<file path="src/trcq_pkg.sv">
`default_nettype none

package trcq_pkg;

   localparam int QUEUE_DEPTH = 8;
   localparam int PTR_W       = (QUEUE_DEPTH > 1) ? $clog2(QUEUE_DEPTH) : 1;
   localparam int CNT_W       = $clog2(QUEUE_DEPTH + 1);
   localparam int LEVEL_W     = 8;
   localparam int HOLD_W      = 16;
   localparam int QUEUED_W    = 4;
   localparam int ENTRY_W     = 3 * LEVEL_W + HOLD_W;

   localparam int CSR_AW      = 3;
   localparam int CSR_DW      = 32;

   // command codes
   localparam logic [2:0] CMD_TICK  = 3'd0;
   localparam logic [2:0] CMD_SET   = 3'd1;
   localparam logic [2:0] CMD_QUEUE = 3'd2;
   localparam logic [2:0] CMD_SAVE  = 3'd3;
   localparam logic [2:0] CMD_LOAD  = 3'd4;

   // register word select (paddr bit 2)
   localparam logic REG_LED_MODE = 1'b0;

   typedef struct packed {
      logic [LEVEL_W-1:0] blue;
      logic [LEVEL_W-1:0] green;
      logic [LEVEL_W-1:0] red;
   } color_type;

   typedef struct packed {
      logic [HOLD_W-1:0] hold;
      color_type         color;
   } entry_type;

   typedef struct packed {
      logic load;   // capture the incoming beat
      logic exec;   // apply the captured command and load the result register
   } ctl_cmd_type;

   function automatic logic [LEVEL_W-1:0] map_level(input logic [LEVEL_W-1:0] v,
                                                    input logic            on_off);
      if (on_off)
         return (v != '0) ? '1 : '0;
      return v;
   endfunction

endpackage

`default_nettype wire

</file>
<file path="src/timed_rgb_color_queue_unit.sv">
// Timed RGB colour queue: drives an RGB LED from a steady colour plus a ring
// queue of temporary colours, each shown for its hold time in milliseconds.
// Request channel (req_*): one beat per command; tuser carries the command
// (tick, set steady, queue, save, load), tdata the colour and hold time.
// A tick beat advances time by one millisecond.
// Response channel (rsp_*): exactly one beat per request, in order, giving the
// colour now shown after the on/off or pwm mapping, the accept flag, whether
// the colour came from the queue, and the number of queued colours.
// Each request is captured in the capture register, then runs against the queue
// RAM and loads the result register once that register is free; req_tready is
// low until the captured command has run, so requests are taken one at a time.
// A request may be taken while the previous response still waits.
// When the receiver stalls the response holds, and the next request waits in
// its capture register until the response register is free.
// Reset (synchronous) empties the queue, zeroes hold time and the steady, saved
// and shown colours, selects pwm mode; queue RAM contents are not cleared, no clearing pass.
// led_mode sits at csr byte address 0 (bit 0); pready is always high.
`default_nettype none

module timed_rgb_color_queue_unit
   import trcq_pkg::*;
(
   input  wire logic              clock,
   input  wire logic              reset,
   input  wire logic              req_tvalid,
   output logic                   req_tready,
   input  wire logic [39:0]       req_tdata,  // red[7:0], green[15:8], blue[23:16], hold_ms[39:24]
   input  wire logic [2:0]        req_tuser,  // cmd[2:0]
   output logic                   rsp_tvalid,
   input  wire logic              rsp_tready,
   output logic [31:0]            rsp_tdata,  // red_out[7:0], green_out[15:8], blue_out[23:16],
                                              // queued[27:24], zero[31:28]
   output logic [1:0]             rsp_tuser,  // accepted[0], from_queue[1]
   input  wire logic              csr_psel,
   input  wire logic              csr_penable,
   input  wire logic              csr_pwrite,
   input  wire logic [CSR_AW-1:0] csr_paddr,
   input  wire logic [CSR_DW-1:0] csr_pwdata,
   output logic [CSR_DW-1:0]      csr_prdata,
   output logic                   csr_pready
);

   ctl_cmd_type           ctl;
   color_type             color_in;
   color_type             color_out;
   logic                  accepted;
   logic                  from_queue;
   logic [QUEUED_W-1:0]   queued;

   assign color_in.red   = req_tdata[7:0];
   assign color_in.green = req_tdata[15:8];
   assign color_in.blue  = req_tdata[23:16];

   trcq_ctrl u_ctrl (
      .clock      (clock),
      .reset      (reset),
      .req_tvalid (req_tvalid),
      .req_tready (req_tready),
      .rsp_tvalid (rsp_tvalid),
      .rsp_tready (rsp_tready),
      .ctl        (ctl)
   );

   trcq_dp u_dp (
      .clock       (clock),
      .reset       (reset),
      .ctl         (ctl),
      .cmd         (req_tuser),
      .color_in    (color_in),
      .hold_ms     (req_tdata[39:24]),
      .csr_psel    (csr_psel),
      .csr_penable (csr_penable),
      .csr_pwrite  (csr_pwrite),
      .csr_paddr   (csr_paddr),
      .csr_pwdata  (csr_pwdata),
      .csr_prdata  (csr_prdata),
      .color_out   (color_out),
      .accepted    (accepted),
      .from_queue  (from_queue),
      .queued      (queued)
   );

   assign rsp_tdata  = {4'b0000, queued, color_out.blue, color_out.green, color_out.red};
   assign rsp_tuser  = {from_queue, accepted};
   assign csr_pready = 1'b1;

endmodule

`default_nettype wire

</file>
<file path="src/trcq_ram.sv">
`default_nettype none

module trcq_ram #(
   parameter int WIDTH = 8,
   parameter int DEPTH = 8
) (
   input  wire logic                                   clock,
   input  wire logic                                   wr_en,
   input  wire logic [((DEPTH > 1) ? $clog2(DEPTH) : 1)-1:0] wr_addr,
   input  wire logic [WIDTH-1:0]                       wr_data,
   input  wire logic [((DEPTH > 1) ? $clog2(DEPTH) : 1)-1:0] rd_addr,
   output logic      [WIDTH-1:0]                       rd_data
);

   logic [WIDTH-1:0] mem [DEPTH];
   logic [WIDTH-1:0] rd_data_ff;

   always_ff @(posedge clock) begin
      if (wr_en) begin
         mem[wr_addr] <= wr_data;
      end
      rd_data_ff <= mem[rd_addr];
   end

   assign rd_data = rd_data_ff;

endmodule

`default_nettype wire

</file>
<file path="src/trcq_ctrl.sv">
`default_nettype none

module trcq_ctrl
   import trcq_pkg::*;
(
   input  wire logic  clock,
   input  wire logic  reset,
   input  wire logic  req_tvalid,
   output logic       req_tready,
   output logic       rsp_tvalid,
   input  wire logic  rsp_tready,
   output ctl_cmd_type ctl
);

   typedef enum logic [1:0] {
      ST_IDLE = 2'b01,
      ST_EXEC = 2'b10
   } state_type;

   state_type state_ff, state_in;
   logic      rsp_valid_ff, rsp_valid_in;

   assign req_tready = (state_ff == ST_IDLE);
   assign ctl.load   = req_tvalid && req_tready;
   // result register must be free, or emptied this cycle
   assign ctl.exec   = (state_ff == ST_EXEC) && (!rsp_valid_ff || rsp_tready);

   always_comb begin
      state_in = state_ff;
      unique case (state_ff)
         ST_IDLE: begin
            if (ctl.load) state_in = ST_EXEC;
         end
         ST_EXEC: begin
            if (ctl.exec) state_in = ST_IDLE;
         end
         default: state_in = ST_IDLE;
      endcase
   end

   always_comb begin
      rsp_valid_in = rsp_valid_ff;
      if (ctl.exec)
         rsp_valid_in = 1'b1;
      else if (rsp_tready)
         rsp_valid_in = 1'b0;
   end

   always_ff @(posedge clock) begin
      if (reset) begin
         state_ff     <= ST_IDLE;
         rsp_valid_ff <= 1'b0;
      end else begin
         state_ff     <= state_in;
         rsp_valid_ff <= rsp_valid_in;
      end
   end

   assign rsp_tvalid = rsp_valid_ff;

endmodule

`default_nettype wire

</file>
<file path="src/trcq_dp.sv">
`default_nettype none

module trcq_dp
   import trcq_pkg::*;
(
   input  wire logic                clock,
   input  wire logic                reset,
   input  wire ctl_cmd_type         ctl,
   input  wire logic [2:0]          cmd,
   input  wire color_type           color_in,
   input  wire logic [HOLD_W-1:0]   hold_ms,
   input  wire logic                csr_psel,
   input  wire logic                csr_penable,
   input  wire logic                csr_pwrite,
   input  wire logic [CSR_AW-1:0]   csr_paddr,
   input  wire logic [CSR_DW-1:0]   csr_pwdata,
   output logic      [CSR_DW-1:0]   csr_prdata,
   output color_type                color_out,
   output logic                     accepted,
   output logic                     from_queue,
   output logic [QUEUED_W-1:0]      queued
);

   // captured beat
   logic [2:0]        cmd_ff;
   color_type         color_ff;
   logic [HOLD_W-1:0] hold_ff;

   // block state
   logic [PTR_W-1:0]  wr_ptr_ff, wr_ptr_in;
   logic [PTR_W-1:0]  rd_ptr_ff, rd_ptr_in;
   logic [CNT_W-1:0]  count_ff, count_in;
   logic [HOLD_W-1:0] hold_left_ff, hold_left_in;
   color_type         steady_ff, steady_in;
   color_type         saved_ff, saved_in;
   color_type         shown_ff, shown_in;
   logic              shown_fq_ff, shown_fq_in;
   logic              led_mode_ff, led_mode_in;

   // result register
   color_type             out_color_ff;
   logic                  out_acc_ff, out_acc_in;
   logic                  out_fq_ff;
   logic [QUEUED_W-1:0]   out_queued_ff;

   logic                  ram_wr_en;
   entry_type             ram_wr_data;
   entry_type             ram_rd_data;
   logic [HOLD_W-1:0]     hold_dec;
   logic                  queue_full;
   logic [CNT_W+QUEUED_W-1:0] count_ext;

   trcq_ram #(
      .WIDTH (ENTRY_W),
      .DEPTH (QUEUE_DEPTH)
   ) u_ram (
      .clock   (clock),
      .wr_en   (ram_wr_en),
      .wr_addr (wr_ptr_ff),
      .wr_data (ram_wr_data),
      .rd_addr (rd_ptr_ff),
      .rd_data (ram_rd_data)
   );

   function automatic logic [PTR_W-1:0] next_ptr(input logic [PTR_W-1:0] p);
      if (p == PTR_W'(QUEUE_DEPTH - 1))
         return '0;
      return p + PTR_W'(1);
   endfunction

   assign hold_dec    = (hold_left_ff != '0) ? hold_left_ff - HOLD_W'(1) : hold_left_ff;
   assign queue_full  = (count_ff == CNT_W'(QUEUE_DEPTH));
   assign ram_wr_data = '{hold: hold_ff, color: color_ff};

   // read data holds the head entry: read_ptr is stable from the capture edge on
   always_comb begin
      wr_ptr_in    = wr_ptr_ff;
      rd_ptr_in    = rd_ptr_ff;
      count_in     = count_ff;
      hold_left_in = hold_left_ff;
      steady_in    = steady_ff;
      saved_in     = saved_ff;
      shown_in     = shown_ff;
      shown_fq_in  = shown_fq_ff;
      out_acc_in   = 1'b1;
      ram_wr_en    = 1'b0;
      if (ctl.exec) begin
         case (cmd_ff)
            CMD_TICK: begin
               hold_left_in = hold_dec;
               if (hold_dec == '0) begin
                  if (count_ff != '0) begin
                     shown_in     = ram_rd_data.color;
                     hold_left_in = ram_rd_data.hold;
                     shown_fq_in  = 1'b1;
                     rd_ptr_in    = next_ptr(rd_ptr_ff);
                     count_in     = count_ff - CNT_W'(1);
                  end else begin
                     shown_in    = steady_ff;
                     shown_fq_in = 1'b0;
                  end
               end
            end
            CMD_SET: begin
               steady_in   = color_ff;
               shown_in    = color_ff;
               shown_fq_in = 1'b0;
            end
            CMD_QUEUE: begin
               if (queue_full) begin
                  out_acc_in = 1'b0;
               end else begin
                  ram_wr_en = 1'b1;
                  wr_ptr_in = next_ptr(wr_ptr_ff);
                  count_in  = count_ff + CNT_W'(1);
               end
            end
            CMD_SAVE: saved_in  = steady_ff;
            CMD_LOAD: steady_in = saved_ff;
            default: ;
         endcase
      end
   end

   assign count_ext = {{QUEUED_W{1'b0}}, count_in};

   // register interface
   always_comb begin
      led_mode_in = led_mode_ff;
      if (csr_psel && csr_penable && csr_pwrite && (csr_paddr[2] == REG_LED_MODE))
         led_mode_in = csr_pwdata[0];
   end

   assign csr_prdata = (csr_paddr[2] == REG_LED_MODE) ?
                       {{(CSR_DW-1){1'b0}}, led_mode_ff} : '0;

   always_ff @(posedge clock) begin
      if (reset) begin
         wr_ptr_ff    <= '0;
         rd_ptr_ff    <= '0;
         count_ff     <= '0;
         hold_left_ff <= '0;
         steady_ff    <= '0;
         saved_ff     <= '0;
         shown_ff     <= '0;
         shown_fq_ff  <= 1'b0;
         led_mode_ff  <= 1'b0;
      end else begin
         wr_ptr_ff    <= wr_ptr_in;
         rd_ptr_ff    <= rd_ptr_in;
         count_ff     <= count_in;
         hold_left_ff <= hold_left_in;
         steady_ff    <= steady_in;
         saved_ff     <= saved_in;
         shown_ff     <= shown_in;
         shown_fq_ff  <= shown_fq_in;
         led_mode_ff  <= led_mode_in;
      end
   end

   always_ff @(posedge clock) begin
      if (ctl.load) begin
         cmd_ff   <= cmd;
         color_ff <= color_in;
         hold_ff  <= hold_ms;
      end
      if (ctl.exec) begin
         out_color_ff.red   <= map_level(shown_in.red, led_mode_ff);
         out_color_ff.green <= map_level(shown_in.green, led_mode_ff);
         out_color_ff.blue  <= map_level(shown_in.blue, led_mode_ff);
         out_acc_ff         <= out_acc_in;
         out_fq_ff          <= shown_fq_in;
         out_queued_ff      <= count_ext[QUEUED_W-1:0];
      end
   end

   assign color_out  = out_color_ff;
   assign accepted   = out_acc_ff;
   assign from_queue = out_fq_ff;
   assign queued     = out_queued_ff;

   a_count_bound: assert property (@(posedge clock) disable iff (reset)
      count_ff <= CNT_W'(QUEUE_DEPTH))
      else $error("queue fill count beyond depth");

   a_ptrs_meet: assert property (@(posedge clock) disable iff (reset)
      (count_ff == '0 || queue_full) |-> (wr_ptr_ff == rd_ptr_ff))
      else $error("queue pointers disagree with fill count");

   a_refused_keeps: assert property (@(posedge clock) disable iff (reset)
      (ctl.exec && !out_acc_in) |=> ($stable(count_ff) && $stable(wr_ptr_ff)))
      else $error("refused queue beat changed the queue");

   a_no_write_on_tick: assert property (@(posedge clock) disable iff (reset)
      (ram_wr_en) |-> (ctl.exec && cmd_ff == CMD_QUEUE && !queue_full))
      else $error("queue written outside an accepted queue beat");

endmodule

`default_nettype wire

</file>
<file path="config.mk">
export PLATFORM = sky130hd
export DESIGN_NAME = timed_rgb_color_queue_unit
export DESIGN_NICKNAME = d
export VERILOG_FILES = /design/src/trcq_pkg.sv /design/src/timed_rgb_color_queue_unit.sv /design/src/trcq_ram.sv /design/src/trcq_ctrl.sv /design/src/trcq_dp.sv
export SDC_FILE = /design/constraint.sdc
export NUM_CORES = 1
export LEC_CHECK = 0
export ABC_AREA = 1
export BUFFER_PORTS_ARGS = -buffer_cell sky130_fd_sc_hd__clkbuf_2
export CORE_MARGIN = 8
export CORE_UTILIZATION = 65
export CTS_CLUSTER_SIZE = 20
export DETAILED_ROUTE_END_ITERATION = 8
export GPL_ROUTABILITY_DRIVEN = 0
export HOLD_SLACK_MARGIN = 0.1
export MAX_ROUTING_LAYER = met4
export PLACE_DENSITY = 0.85
export SYNTH_ARGS = -nofsm -noshare
export SYNTH_HDL_FRONTEND = slang
export SYNTH_SLANG_ARGS = --single-unit
</file>
<file path="constraint.sdc">
create_clock -name clock -period 11.7 [get_ports clock]
set_input_delay 1.755 -clock clock [delete_from_list [all_inputs] [get_ports clock]]
set_output_delay 1.755 -clock clock [all_outputs]
set_load 0.005 [all_outputs]
</file>
* After elaboration in Yosys (flattened, before gate mapping)
Memories as Yosys holds them, arrays and structs flattened. A register that Yosys moved wholly into a read port is not among the register bits.
Index checks and enable logic that the tools add are counted.
** Word-level totals
- Output and inout port bits :: 69
- Input port bits :: 85
- Bits in writable memories :: 320
- Word-level logic and storage cells :: 121
- Memories kept :: 1
- Register bits after elaboration :: 176
** Memory list
- u_dp.u_ram.mem :: depth 8, width 40, rd ports 1, clocked after memory_dff 1, wr ports 1, line trcq_ram.sv:15 : logic [WIDTH-1:0] mem [DEPTH];
** Cells by class
- Mux-type cells :: 52
- $add $sub $neg :: 5
- Bitwise logic cells :: 2
- Reductions and logical operators :: 22
- Equality and inequality tests :: 11
** Operator list (count)
- 24-bit case mux with 2 select lines :: 2
- 24-bit two-way mux :: 3
- 8-bit two-way mux :: 9
- 16-bit two-way mux :: 3
- 8-bit nonzero test :: 3
- 1-bit two-way mux :: 22
- 16-bit logical NOT :: 1
- 4-bit two-way mux :: 4
- 16-bit nonzero test :: 1
- 16-bit by 1-bit subtractor with 16-bit output (second input constant) :: 1
- 3-bit two-way mux :: 4
- 3-bit == test (second input constant) :: 3
- 4-bit case mux with 2 select lines :: 1
- 2-bit AND reduction :: 4
- 3-bit by 1-bit adder with 3-bit output (second input constant) :: 2
- 3-bit by 2-bit == test with 1-bit output (second input constant) :: 2
- 1-bit logical AND :: 5
- 4-bit by 1-bit adder with 4-bit output (second input constant) :: 1
- 4-bit == test (second input constant) :: 1
- 2-bit two-way mux :: 2
- 2-bit inequality test (second input constant) :: 2
- 2-bit case mux with 2 select lines :: 1
- 4-bit AND reduction :: 1
- 2-bit nonzero test :: 2
- 11 further kinds :: 12

* Logic depth before layout (Yosys ltp)
Gate-level depths: netlist of the first run.
- Depth after elaboration :: 10
- Mapped depth :: 21
- Depth with buffers taken out :: 20

* Cells and area by module
From an unflattened synthesis of the first run, not the netlist that was laid out.
** Second synthesis, totals
- Cells, all modules :: 2538
- Area total of the unflattened synthesis :: 23739.0 µm²
** Modules (own cells, without submodules)
- trcq_ram :: seq. area each 10410.0 µm², instances 1, area each 14799.2 µm², cells each 1441
- trcq_dp :: seq. area each 4194.0 µm², instances 1, area each 8727.1 µm², cells each 1069
- trcq_ctrl :: seq. area each 60.1 µm², instances 1, area each 152.6 µm², cells each 19
- timed_rgb_color_queue_unit :: seq. area each 0.0 µm², instances 1, area each 60.1 µm², cells each 9

* Least setup slack after synthesis of the first run
OpenSTA, ideal clock, no wires.
- Path type :: input to register
- Start point :: input rsp_tready
- End point :: memory u_dp.u_ram.mem[1][0] (netlist name) (enable)
- Setup slack :: 5955 ps
- Arrival :: 5258 ps
- Library setup time :: 487 ps
- Path buffers :: 1
- Required time :: 11213 ps
- Stages on the path :: 9
- Cell sequence :: nor2_1 -> inv_1 -> nand2_1 -> clkbuf_1 -> nor2_1 -> inv_1 -> nor2_1 -> inv_1 -> nor3_1
** Between the ends
- Word-level cells in the longest chain between the ends :: 5
** Ends and longest elaborated chain
- from (decl) :: line timed_rgb_color_queue_unit.sv:30 : input wire logic rsp_tready,
- 1-bit logical OR :: line trcq_ctrl.sv:26 : assign ctl.exec = (state_ff == ST_EXEC) && (!rsp_valid_ff || rsp_tready);
- 1-bit logical AND :: line trcq_ctrl.sv:26
- 1-bit two-way mux :: line trcq_dp.sv:87 : if (ctl.exec) begin
- 1-bit two-way mux :: line trcq_ram.sv:19 : if (wr_en) begin
- 1-bit two-way mux (implied by the code) :: line trcq_ram.sv:20 : mem[wr_addr] <= wr_data;
- to (decl) :: line trcq_ram.sv:15
No other way between the ends.

* Worst setup path after layout of the first run
- Start point :: register u_dp.hold_left_ff[0]
- End point :: register u_dp.out_queued_ff[0] (netlist: u_dp.queued[0]), data pin
** Between the ends
- Word-level cells in the longest chain between the ends :: 6
- Elaborated cells between the ends (all ways) :: 7
- Classes of those cells :: add/sub: 1; mux: 4; reduce/logical: 2
** Ends and longest elaborated chain
- from (decl) :: line trcq_dp.sv:33 : logic [HOLD_W-1:0] hold_left_ff, hold_left_in;
- from (signal assigned) :: line trcq_dp.sv:152 : hold_left_ff <= hold_left_in;
- 16-bit by 1-bit subtractor with 16-bit output / 16-bit nonzero test (equally long branches) :: line trcq_dp.sv:71 : assign hold_dec = (hold_left_ff != '0) ? hold_left_ff - HOLD_W'(1) : hold_left_ff;
- 16-bit two-way mux (*) :: line trcq_dp.sv:71
- 16-bit logical NOT (*) :: line trcq_dp.sv:91 : if (hold_dec == '0) begin
- 4-bit two-way mux (*) :: line trcq_dp.sv:91
- 4-bit case mux with 2 select lines (*) :: line trcq_dp.sv:88 : case (cmd_ff)
- 4-bit two-way mux (*) :: line trcq_dp.sv:87
- named net u_dp.count_in[0] :: line trcq_dp.sv:32 : logic [CNT_W-1:0] count_ff, count_in;
- to (signal assigned) :: line trcq_dp.sv:173 : out_queued_ff <= count_ext[QUEUED_W-1:0];
- to (decl) :: line trcq_dp.sv:44 : logic [QUEUED_W-1:0] out_queued_ff;
Mark *: on every way through the listed nets, which the timed path passes. The rest lies on a longest branch.
A chain may end at the register's enable or synchronous reset.

==> flow_summary.ini, run 1 <==
[status]
outcome = complete, no violations

[logic_synthesis]
synth_top_cell_area_share = 0.541
ys_ff_latch = 536
synth_mux_area_frac = 0.0101
avgSynthCellArea_sq_um = 10.7
netlist_area_sq_mm = 0.0218
ys_top_cells_by_area = edfxtp_1 (54%), dfxtp_1 (13%), nor2_1 (7.2%)
synth_xor_area_frac = 0.00121
synth_simple_gate_area_frac = 0.148
syn_inst = 2037
synth_compound_area_frac = 0.111
synth_top_flop_cell = edfxtp_1
ys_types = 43
synthAdderAreaFrac = 0.00402
synth_top_family_by_area = simple AND/OR/NAND/NOR gates
yosys.area.top_type = edfxtp_1
async_flop_share = 0
synth-seq-area-share = 0.673
yosys_warnings = 0
synth_edf_count = 393

[setup_path]
crit_type = flop to flop
critPathLaunch = u_dp.hold_left_ff[0]
required_ns = 12.13
crit_arrival_ns = 4.78
rr_startpoint = u_dp.hold_left_ff[0]
critPathMaxFanout = 38
worstSetupEndpoint = u_dp.queued[0]
end_kind = flop
startpoint_type = flop
reg2regPathDepth = 16
regToRegEndpoint = u_dp.queued[0]
r2r_slack_ns = 7.34

[timing]
fin_hold_ws_ns = 0.457
finalCriticalPeriod_ns = 4.36
setup_ws_ns = 7.34
fin_tns_setup_ns = 0
finalSetupViolations = 0
rsz0062_at_grt = false
slew_violations = 0
finalCritPeriodShare = 0.372
tightest_slew_ns = 1.25
max_freq_mhz = 230
max_slew_margin = 0.160
skew_ns = 0.0227
hold_viol_final = 0

[cts]
cts-resized-gates = 0
clockRootBuffer = clkbuf_16
clock_sinks = 536
ctsLongestPathBuffers = 3
htreeDepth = 2
clk_pin_slew_ns = 0.06
clkLatencyLatePin_ns = 0.57
post-cts-setup-buffers = 0
cts_hold_buf = 0
numCtsBuffers = 51
cts_tree = yes

[route]
drc_errors = 0
drt-initial-drc-count = 1983
wire_per_inst_microns = 19.7
first_pass_iters = 6
ant_nets = 0
vias = 15600
via_per_inst = 6.07
routed_wl_microns = 50800

[die]
die_area_sq_mm = 0.0397
core-area_sq_mm = 0.0333
fp.dieH_microns = 199
start_util = 0.655
die_w_microns = 199
io_pins = 154
placementRows = 67

[global_route]
grt_start_max_net_pins = 91
grt.met2_usage = 0.404
grt_pass1_vias = 15000
use_met3 = 0.0409
grtUsageTotal = 0.259
antenna_found_initial = 1
overflow = 0
grt.met1_usage = 0.342
gr-max-usage-layer = met2
grt_pass1_wl_microns = 78600

[flow_run]
max_cap_violations = 0

[cells_and_area]
layout-drive-gt1-share = 0.118
post-route-util = 0.725
mostFrequentLayoutCell = nor2_1
fin_cells = 2574
fin_area_sq_mm = 0.0241
nFillCells = 2076
nets = 2175
seq_area_sq_mm = 0.0147
layout_common_cells = nor2_1 (417), edfxtp_1 (393), o21ai_0 (224), nand2_1 (218), dfxtp_1 (141)
multi_input_area_sq_mm = 0.00616
syn_to_final_growth_pct = 10.6

[min_path]
min_path_cells = 2
holdCritPathClass = flop to flop

[placed_design]
placedCellCount = 2478
io_buffers = 84
dpl_cell_area_sq_mm = 0.0224
hpwlAfterDp_microns = 28600
dp_slack_ns = 6.83

[power_and_ir_drop]
p_leak_nw = 9.11
peakVddDrop_v = 0.000107
pwr_density_cell_mw_per_mm2 = 159
p_total_mw = 3.83
-- report_power, final --
part / switching, mW / leakage (nW) / internal, mW / total, mW
registers: 0.0283 / 4.73 / 2.05 / 2.08
logic: 0.0497 / 3.54 / 0.0221 / 0.0717
clock network: 0.695 / 0.839 / 0.981 / 1.68
-- metal layers --
metal  wire [microns]  vias to the layer above
met4             1650                        0
met2            23800                     1001
li1                 -                     7078
met5                0                        -
met1            19800                     7412
met3             5650                      144
-- how the worst min path moves through the flow --
stage | end | start | slack (ns)
6_report | u_dp.saved_ff[9] | u_dp.saved_ff[9] | 0.46
5_1_grt | u_dp.saved_ff[3] | u_dp.saved_ff[3] | 0.47
2_1_floorplan | u_dp.saved_ff[15] | u_dp.saved_ff[15] | 0.43
3_5_place_dp | u_dp.saved_ff[3] | u_dp.saved_ff[3] | 0.45
4_1_cts | u_dp.saved_ff[3] | u_dp.saved_ff[3] | 0.46
3_3_place_gp | u_dp.saved_ff[17] | u_dp.saved_ff[17] | 0.44
-- worst max-delay path: stages, from the launching register on --
cell and delay (ns):
dfxtp_1 0.34, inv_1 0.15, ha_1 0.32, nand2_4 0.14
nor2_2 0.17, nand2_1 0.15, o21ai_2 0.20, nand3_2 0.11
nor2_4 0.54, nand3_4 0.47, inv_2 0.21, nand2_1 0.68
clkinv_1 0.28, nor2_1 0.06, o31ai_1 0.19, o21ai_1 0.12
inv_1 0.06
-- cell usage after synthesis (5+ instances only) --
cell and n:
nor2_1 420, edfxtp_1 393, o21ai_0 224, nand2_1 218, dfxtp_1 143, inv_1 98
clkbuf_1 87, a21oi_1 82, buf_4 45, a31oi_1 44, o22ai_1 40, nand3_1 35
a211oi_1 25, nand4_1 25, mux2i_1 22, o21ai_1 17, nand2_2 16, or2_2 11
buf_1 10, nor3_1 9, buf_2 7, ha_1 7, or2_1 7, nor2_4 6
inv_2 5, nor2_2 5
-- state kept, by name, indices dropped and copies added, names as in the netlist, 24 cells and up --
signal,count
u_dp.u_ram.mem,320
u_dp.steady_ff,24
u_dp.color_out,24
u_dp.shown_ff,24
u_dp.u_ram.rd_data,40
u_dp.color_ff,24
u_dp.saved_ff,24
-- final cells by class --
cell class              instances  share of cell area
diodes                          1            0.000104
clock buffers                  68              0.0585
clock inverters                27              0.0123
inverters                     106              0.0166
multi-input cells            1279               0.256
flip-flops and latches        536               0.608
well taps                     448              0.0232
repair buffers                109              0.0252
-- kinds of logic (layout without fill, tap and decap cells) --
family | after synthesis | after routing
fa+ha+maj | 7 | 7
xor+xnor | 3 | 3
flops | 536 | 536
other cells | 2 | 37
buf+inv | 256 | 310
simple gates | 768 | 768
mux | 22 | 22
compound gates | 443 | 443
Note: power is estimated with default switching activity, not from simulation.
==> run 2: changes to the inputs <==
Settings changed: CORE_UTILIZATION 65 to 54, PLACE_DENSITY 0.85 to 0.75.
Clock period 11.7 ns to 3.5 ns, I/O delays scaled along.
==> flow_summary.ini, run 2 (synthesis results as in run 1) <==
[global_route]
overflow = 0
grtUsageTotal = 0.210
grt_start_max_net_pins = 163
grt_pass1_wl_microns = 77100
antenna_found_initial = 0
grt_pass1_vias = 14500

[die]
io_pins = 154
fp.dieH_microns = 217
core-area_sq_mm = 0.0398
die_area_sq_mm = 0.0471
placementRows = 73
die_w_microns = 217
start_util = 0.547

[setup_path]
crit_arrival_ns = 3.52
crit_type = flop to flop
path_delay_family = simple AND/OR/NAND/NOR gates
critPathSlowestCell = dfxtp_1
r2r_slack_ns = 0.33
startpoint_type = flop
reg2regPathDepth = 18
critPathMaxFanout = 23
critical-path-max-stage-delay_ns = 0.32
end_kind = flop
required_ns = 3.84
cp_num_buf_inv = 2
worstPathCellList = inv_1 -> ha_1 -> nand2_4 -> nor2_4 -> nand2_4 -> o21ai_1 -> nand3_2 -> nor2_4 -> buf_4 -> nand4_1 -> nand3_1 -> nand2_1 -> a21oi_1 -> nand2_1 -> nor2_1 -> nand2_1 -> nand2_4 -> nand2_2
regToRegEndpoint = u_dp.color_out[16]
rr_startpoint = u_dp.hold_left_ff[0]

[timing]
rsz0062_at_grt = false
finalCritPeriodShare = 0.907
fin_tns_setup_ns = 0
max_slew_margin = 0.349
max_freq_mhz = 315
skew_ns = 0.0158
tightest_slew_ns = 0.976
finalCriticalPeriod_ns = 3.17
finalSetupViolations = 0
slew_violations = 0
fin_hold_ws_ns = 0.129
hold_viol_final = 0

[route]
routed_wl_microns = 49300
drt-initial-drc-count = 1622
vias = 15200
ant_nets = 0
first_pass_iters = 6
drc_errors = 0
via_per_inst = 5.61
wire_per_inst_microns = 18.2

[placed_design]
dpl_cell_area_sq_mm = 0.0227
hpwlAfterDp_microns = 29100
placedCellCount = 2573
io_buffers = 84

[cts]
post-cts-setup-buffers = 0
cts_tree = yes
clock_sinks = 536
clkLatencyLatePin_ns = 0.60
htreeDepth = 2
numCtsBuffers = 52
clockRootBuffer = clkbuf_16
ctsLongestPathBuffers = 3
clk_pin_slew_ns = 0.06

[power_and_ir_drop]
peakVddDrop_v = 0.000353
pwr_density_cell_mw_per_mm2 = 510
p_leak_nw = 9.34

[min_path]
min-delay-start = req_tdata[11]
min_to = u_dp.color_ff[11]
min_path_cells = 1
holdCritPathClass = primary input to flop

[cells_and_area]
largest_register_ffs = 320
post-route-util = 0.620
antenna_cells = 0
mostFrequentLayoutCell = nor2_1
syn_to_final_growth_pct = 13.2
fin_cells = 2704
layout-drive-gt1-share = 0.124
nets = 2229
layout_common_cells = nor2_1 (417), edfxtp_1 (393), o21ai_0 (224), nand2_1 (218), dfxtp_1 (141)
top_register = u_dp.u_ram.mem
fin_area_sq_mm = 0.0247

[status]
outcome = complete, no violations

[flow_run]
max_cap_violations = 0
-- run 2: cell count changes in the layout (fill, tap and decap cells not counted), sizes merged --
cell / previous run / this run
bufinv: 6 / 2
dlygate4sd3: 0 / 35
clkbuf: 152 / 161
buf: 25 / 43
inv: 105 / 104
clkinv: 22 / 19
diode: 1 / 0
-- run 2: metal layers --
layer	GRT usage	routed length (microns)	up-vias
li1	-	-	7194
met1	0.279	21000	7267
met2	0.332	23100	640
met3	0.0322	4360	72
met4	0.0636	883	0
met5	-	0	-
-- run 2: repair_timing --
action                     4_1_cts  5_1_grt
setup endpoints to repair        0        0
hold buffers                    35        0
resized for setup                0        0
hold endpoints to repair        35        0
-- run 2: power breakdown --
part | total, mW | leakage, nW | switching [mW] | internal, mW
logic | 0.273 | 3.80 | 0.171 | 0.102
registers | 6.97 | 4.73 | 0.0955 | 6.87
clock network | 5.34 | 0.810 | 2.29 | 3.05
total | 12.6 | 9.34 | 2.56 | 10.0
-- run 2: worst register-to-register path, delay by kind of cell, from the launching register on --
kind | cells | cell delay (ns)
compound gates | 2 | 0.43
simple gates | 13 | 1.49
buf+inv | 2 | 0.40
fa+ha+maj | 1 | 0.30
flops | 1 | 0.32
-- run 2: final cells by class --
class	instances	area (sq um)
Clock inverter	19	171
Fill cell	3034	15100
Multi-Input combinational cell	1279	6180
Clock buffer	77	1470
Timing Repair Buffer	162	1130
Inverter	106	400
Sequential cell	536	14700
Tap cell	525	657
-- run 2: worst max path at each step --
stage               cells after the start                  from                   end  slack (ns)
floorplan                              11      u_dp.count_ff[0]  u_dp.u_ram.mem[1][0]       -1.11
global placement                       18  u_dp.hold_left_ff[0]    u_dp.color_out[23]        0.37
detailed placement                     18  u_dp.hold_left_ff[0]    u_dp.color_out[14]        0.32
CTS                                    18  u_dp.hold_left_ff[0]    u_dp.color_out[16]        0.33
global route                           18  u_dp.hold_left_ff[0]    u_dp.color_out[16]        0.03
finish                                 18  u_dp.hold_left_ff[0]    u_dp.color_out[16]        0.33
-- run 2: per-stage QoR --
stage	power [mW]	setup WS, ns
CTS	12.7	0.331
detailed placement	7.34	0.323
finish	12.6	0.325
floorplan	7.24	-1.11
global route	13.0	0.0252
global placement	7.33	0.370
==> run 3: changes to the inputs <==
Settings changed: CORE_MARGIN 8 to default.
==> flow_summary.ini, run 3 (synthesis results as in run 1) <==
[status]
outcome = complete, no violations

[cells_and_area]
syn_to_final_growth_pct = 13.9
post-route-util = 0.625
top_register = u_dp.u_ram.mem
mostFrequentLayoutCell = nor2_1
layout_common_cells = nor2_1 (417), edfxtp_1 (393), o21ai_0 (224), nand2_1 (218), dfxtp_1 (141)
largest_register_ffs = 320
fin_area_sq_mm = 0.0248
antenna_cells = 0
layout-drive-gt1-share = 0.124
nets = 2229

[route]
via_per_inst = 5.59
ant_nets = 0
first_pass_iters = 5
drc_errors = 0
drt-initial-drc-count = 1444
routed_wl_microns = 47500
vias = 15100
wire_per_inst_microns = 17.6

[cts]
cts_tree = yes
clock_sinks = 536
clkLatencyLatePin_ns = 0.60
htreeDepth = 2
numCtsBuffers = 53
ctsLongestPathBuffers = 3
clk_pin_slew_ns = 0.06
clockRootBuffer = clkbuf_16

[timing]
finalCritPeriodShare = 0.917
tightest_slew_ns = 0.820
hold_viol_final = 0
max_slew_margin = 0.453
finalCriticalPeriod_ns = 3.21
max_freq_mhz = 312
finalSetupViolations = 0
slew_violations = 0
skew_ns = 0.0206
rsz0062_at_grt = false
setup_ws_ns = 0.290

[setup_path]
worstPathCellList = inv_1 -> ha_1 -> nand2_4 -> nor2_4 -> nand2_4 -> nand2_1 -> nand2_1 -> nor2_4 -> buf_4 -> nand4_1 -> nand3_1 -> nand2_1 -> a21oi_1 -> nand2_1 -> nor2_1 -> nand2_1 -> nand2_4 -> nand2_2
cpMostUsedCell = nand2_1
crit_type = flop to flop
startpoint_type = flop
critical-path-max-stage-delay_ns = 0.32
required_ns = 3.85
critPathMaxFanout = 23
crit_arrival_ns = 3.56
end_kind = flop
critPathSlowestCell = dfxtp_1
reg2regPathDepth = 18

[placed_design]
dpl_cell_area_sq_mm = 0.0227
dp_slack_ns = 0.308
io_buffers = 84
hpwlAfterDp_microns = 27900

[min_path]
min_path_cells = 1
holdCritPathClass = primary input to flop

[global_route]
antenna_found_initial = 0
grtUsageTotal = 0.238
grt_pass1_wl_microns = 74100
overflow = 0
grt_start_max_net_pins = 163
grt_pass1_vias = 14000

[flow_run]
max_cap_violations = 0

[die]
core-area_sq_mm = 0.0397
die_area_sq_mm = 0.0412
die_w_microns = 203
io_pins = 154
placementRows = 73
start_util = 0.549
fp.dieH_microns = 203

[power_and_ir_drop]
pwr_density_cell_mw_per_mm2 = 526
p_total_mw = 13.1
peakVddDrop_v = 0.000350
p_leak_nw = 9.41
## run 3: changes by cell type in the layout (fill, tap and decap cells not counted), moves of 2 or more
cell	delta
bufinv_16	+6
clkbuf_16	+2
clkinv_1	+8
clkbuf_1	-6
clkbuf_8	-4
## run 3: timing repair
action                    CTS  global route
setup buffers               0             0
hold endpoints to repair   36             0
hold buffers               36             0
resized for setup           0             0
## run 3: path summary, 6_finish.rpt
check        slack, ns                 end            startpoint
max reg2reg       0.29  u_dp.color_out[19]  u_dp.hold_left_ff[0]
min               0.12    u_dp.hold_ff[13]         req_tdata[37]
max               0.29  u_dp.color_out[19]  u_dp.hold_left_ff[0]
min reg2reg       0.45    u_dp.saved_ff[8]      u_dp.saved_ff[8]
## run 3: power by group
group | switching (mW) | total (mW) | internal, mW
combinational | 0.171 | 0.272 | 0.101
sequential | 0.0949 | 6.97 | 6.87
clock | 2.34 | 5.83 | 3.49
total | 2.61 | 13.1 | 10.5
## run 3: per-layer routing
layer	GRT usage	wire length, microns	up-vias
li1	-	-	7196
met1	0.323	20600	7267
met2	0.376	22500	611
met3	0.0297	3520	67
met4	0.0720	918	0
met5	-	0	-
## run 3: final cells by class
class,count,area [sq um]
clock buffers,69,1440
multi-input cells,1279,6180
flip-flops and latches,536,14700
repair buffers,161,1110
fillers,3051,14900
clock inverters,31,374
well taps,525,657
inverters,106,402
## run 3: worst max-delay path: cells and delay by family (launching register included)
family | cells | cell delay [ns]
and+or+nand+nor | 14 | 1.62
DFF | 1 | 0.32
AOI/OAI and AO/OA | 1 | 0.30
adders and majority gates | 1 | 0.29
buffers and inverters | 2 | 0.43
## run 3: through the flow
stage	TNS, ns	hold slack, ns	instances
after floorplan	-133.91	0.430	2071
after global placement	0	0.438	2571
after detailed placement	0	0.446	2571
after CTS	0	0.101	2707
after global routing	0	0.107	2707
final	0	0.122	2707
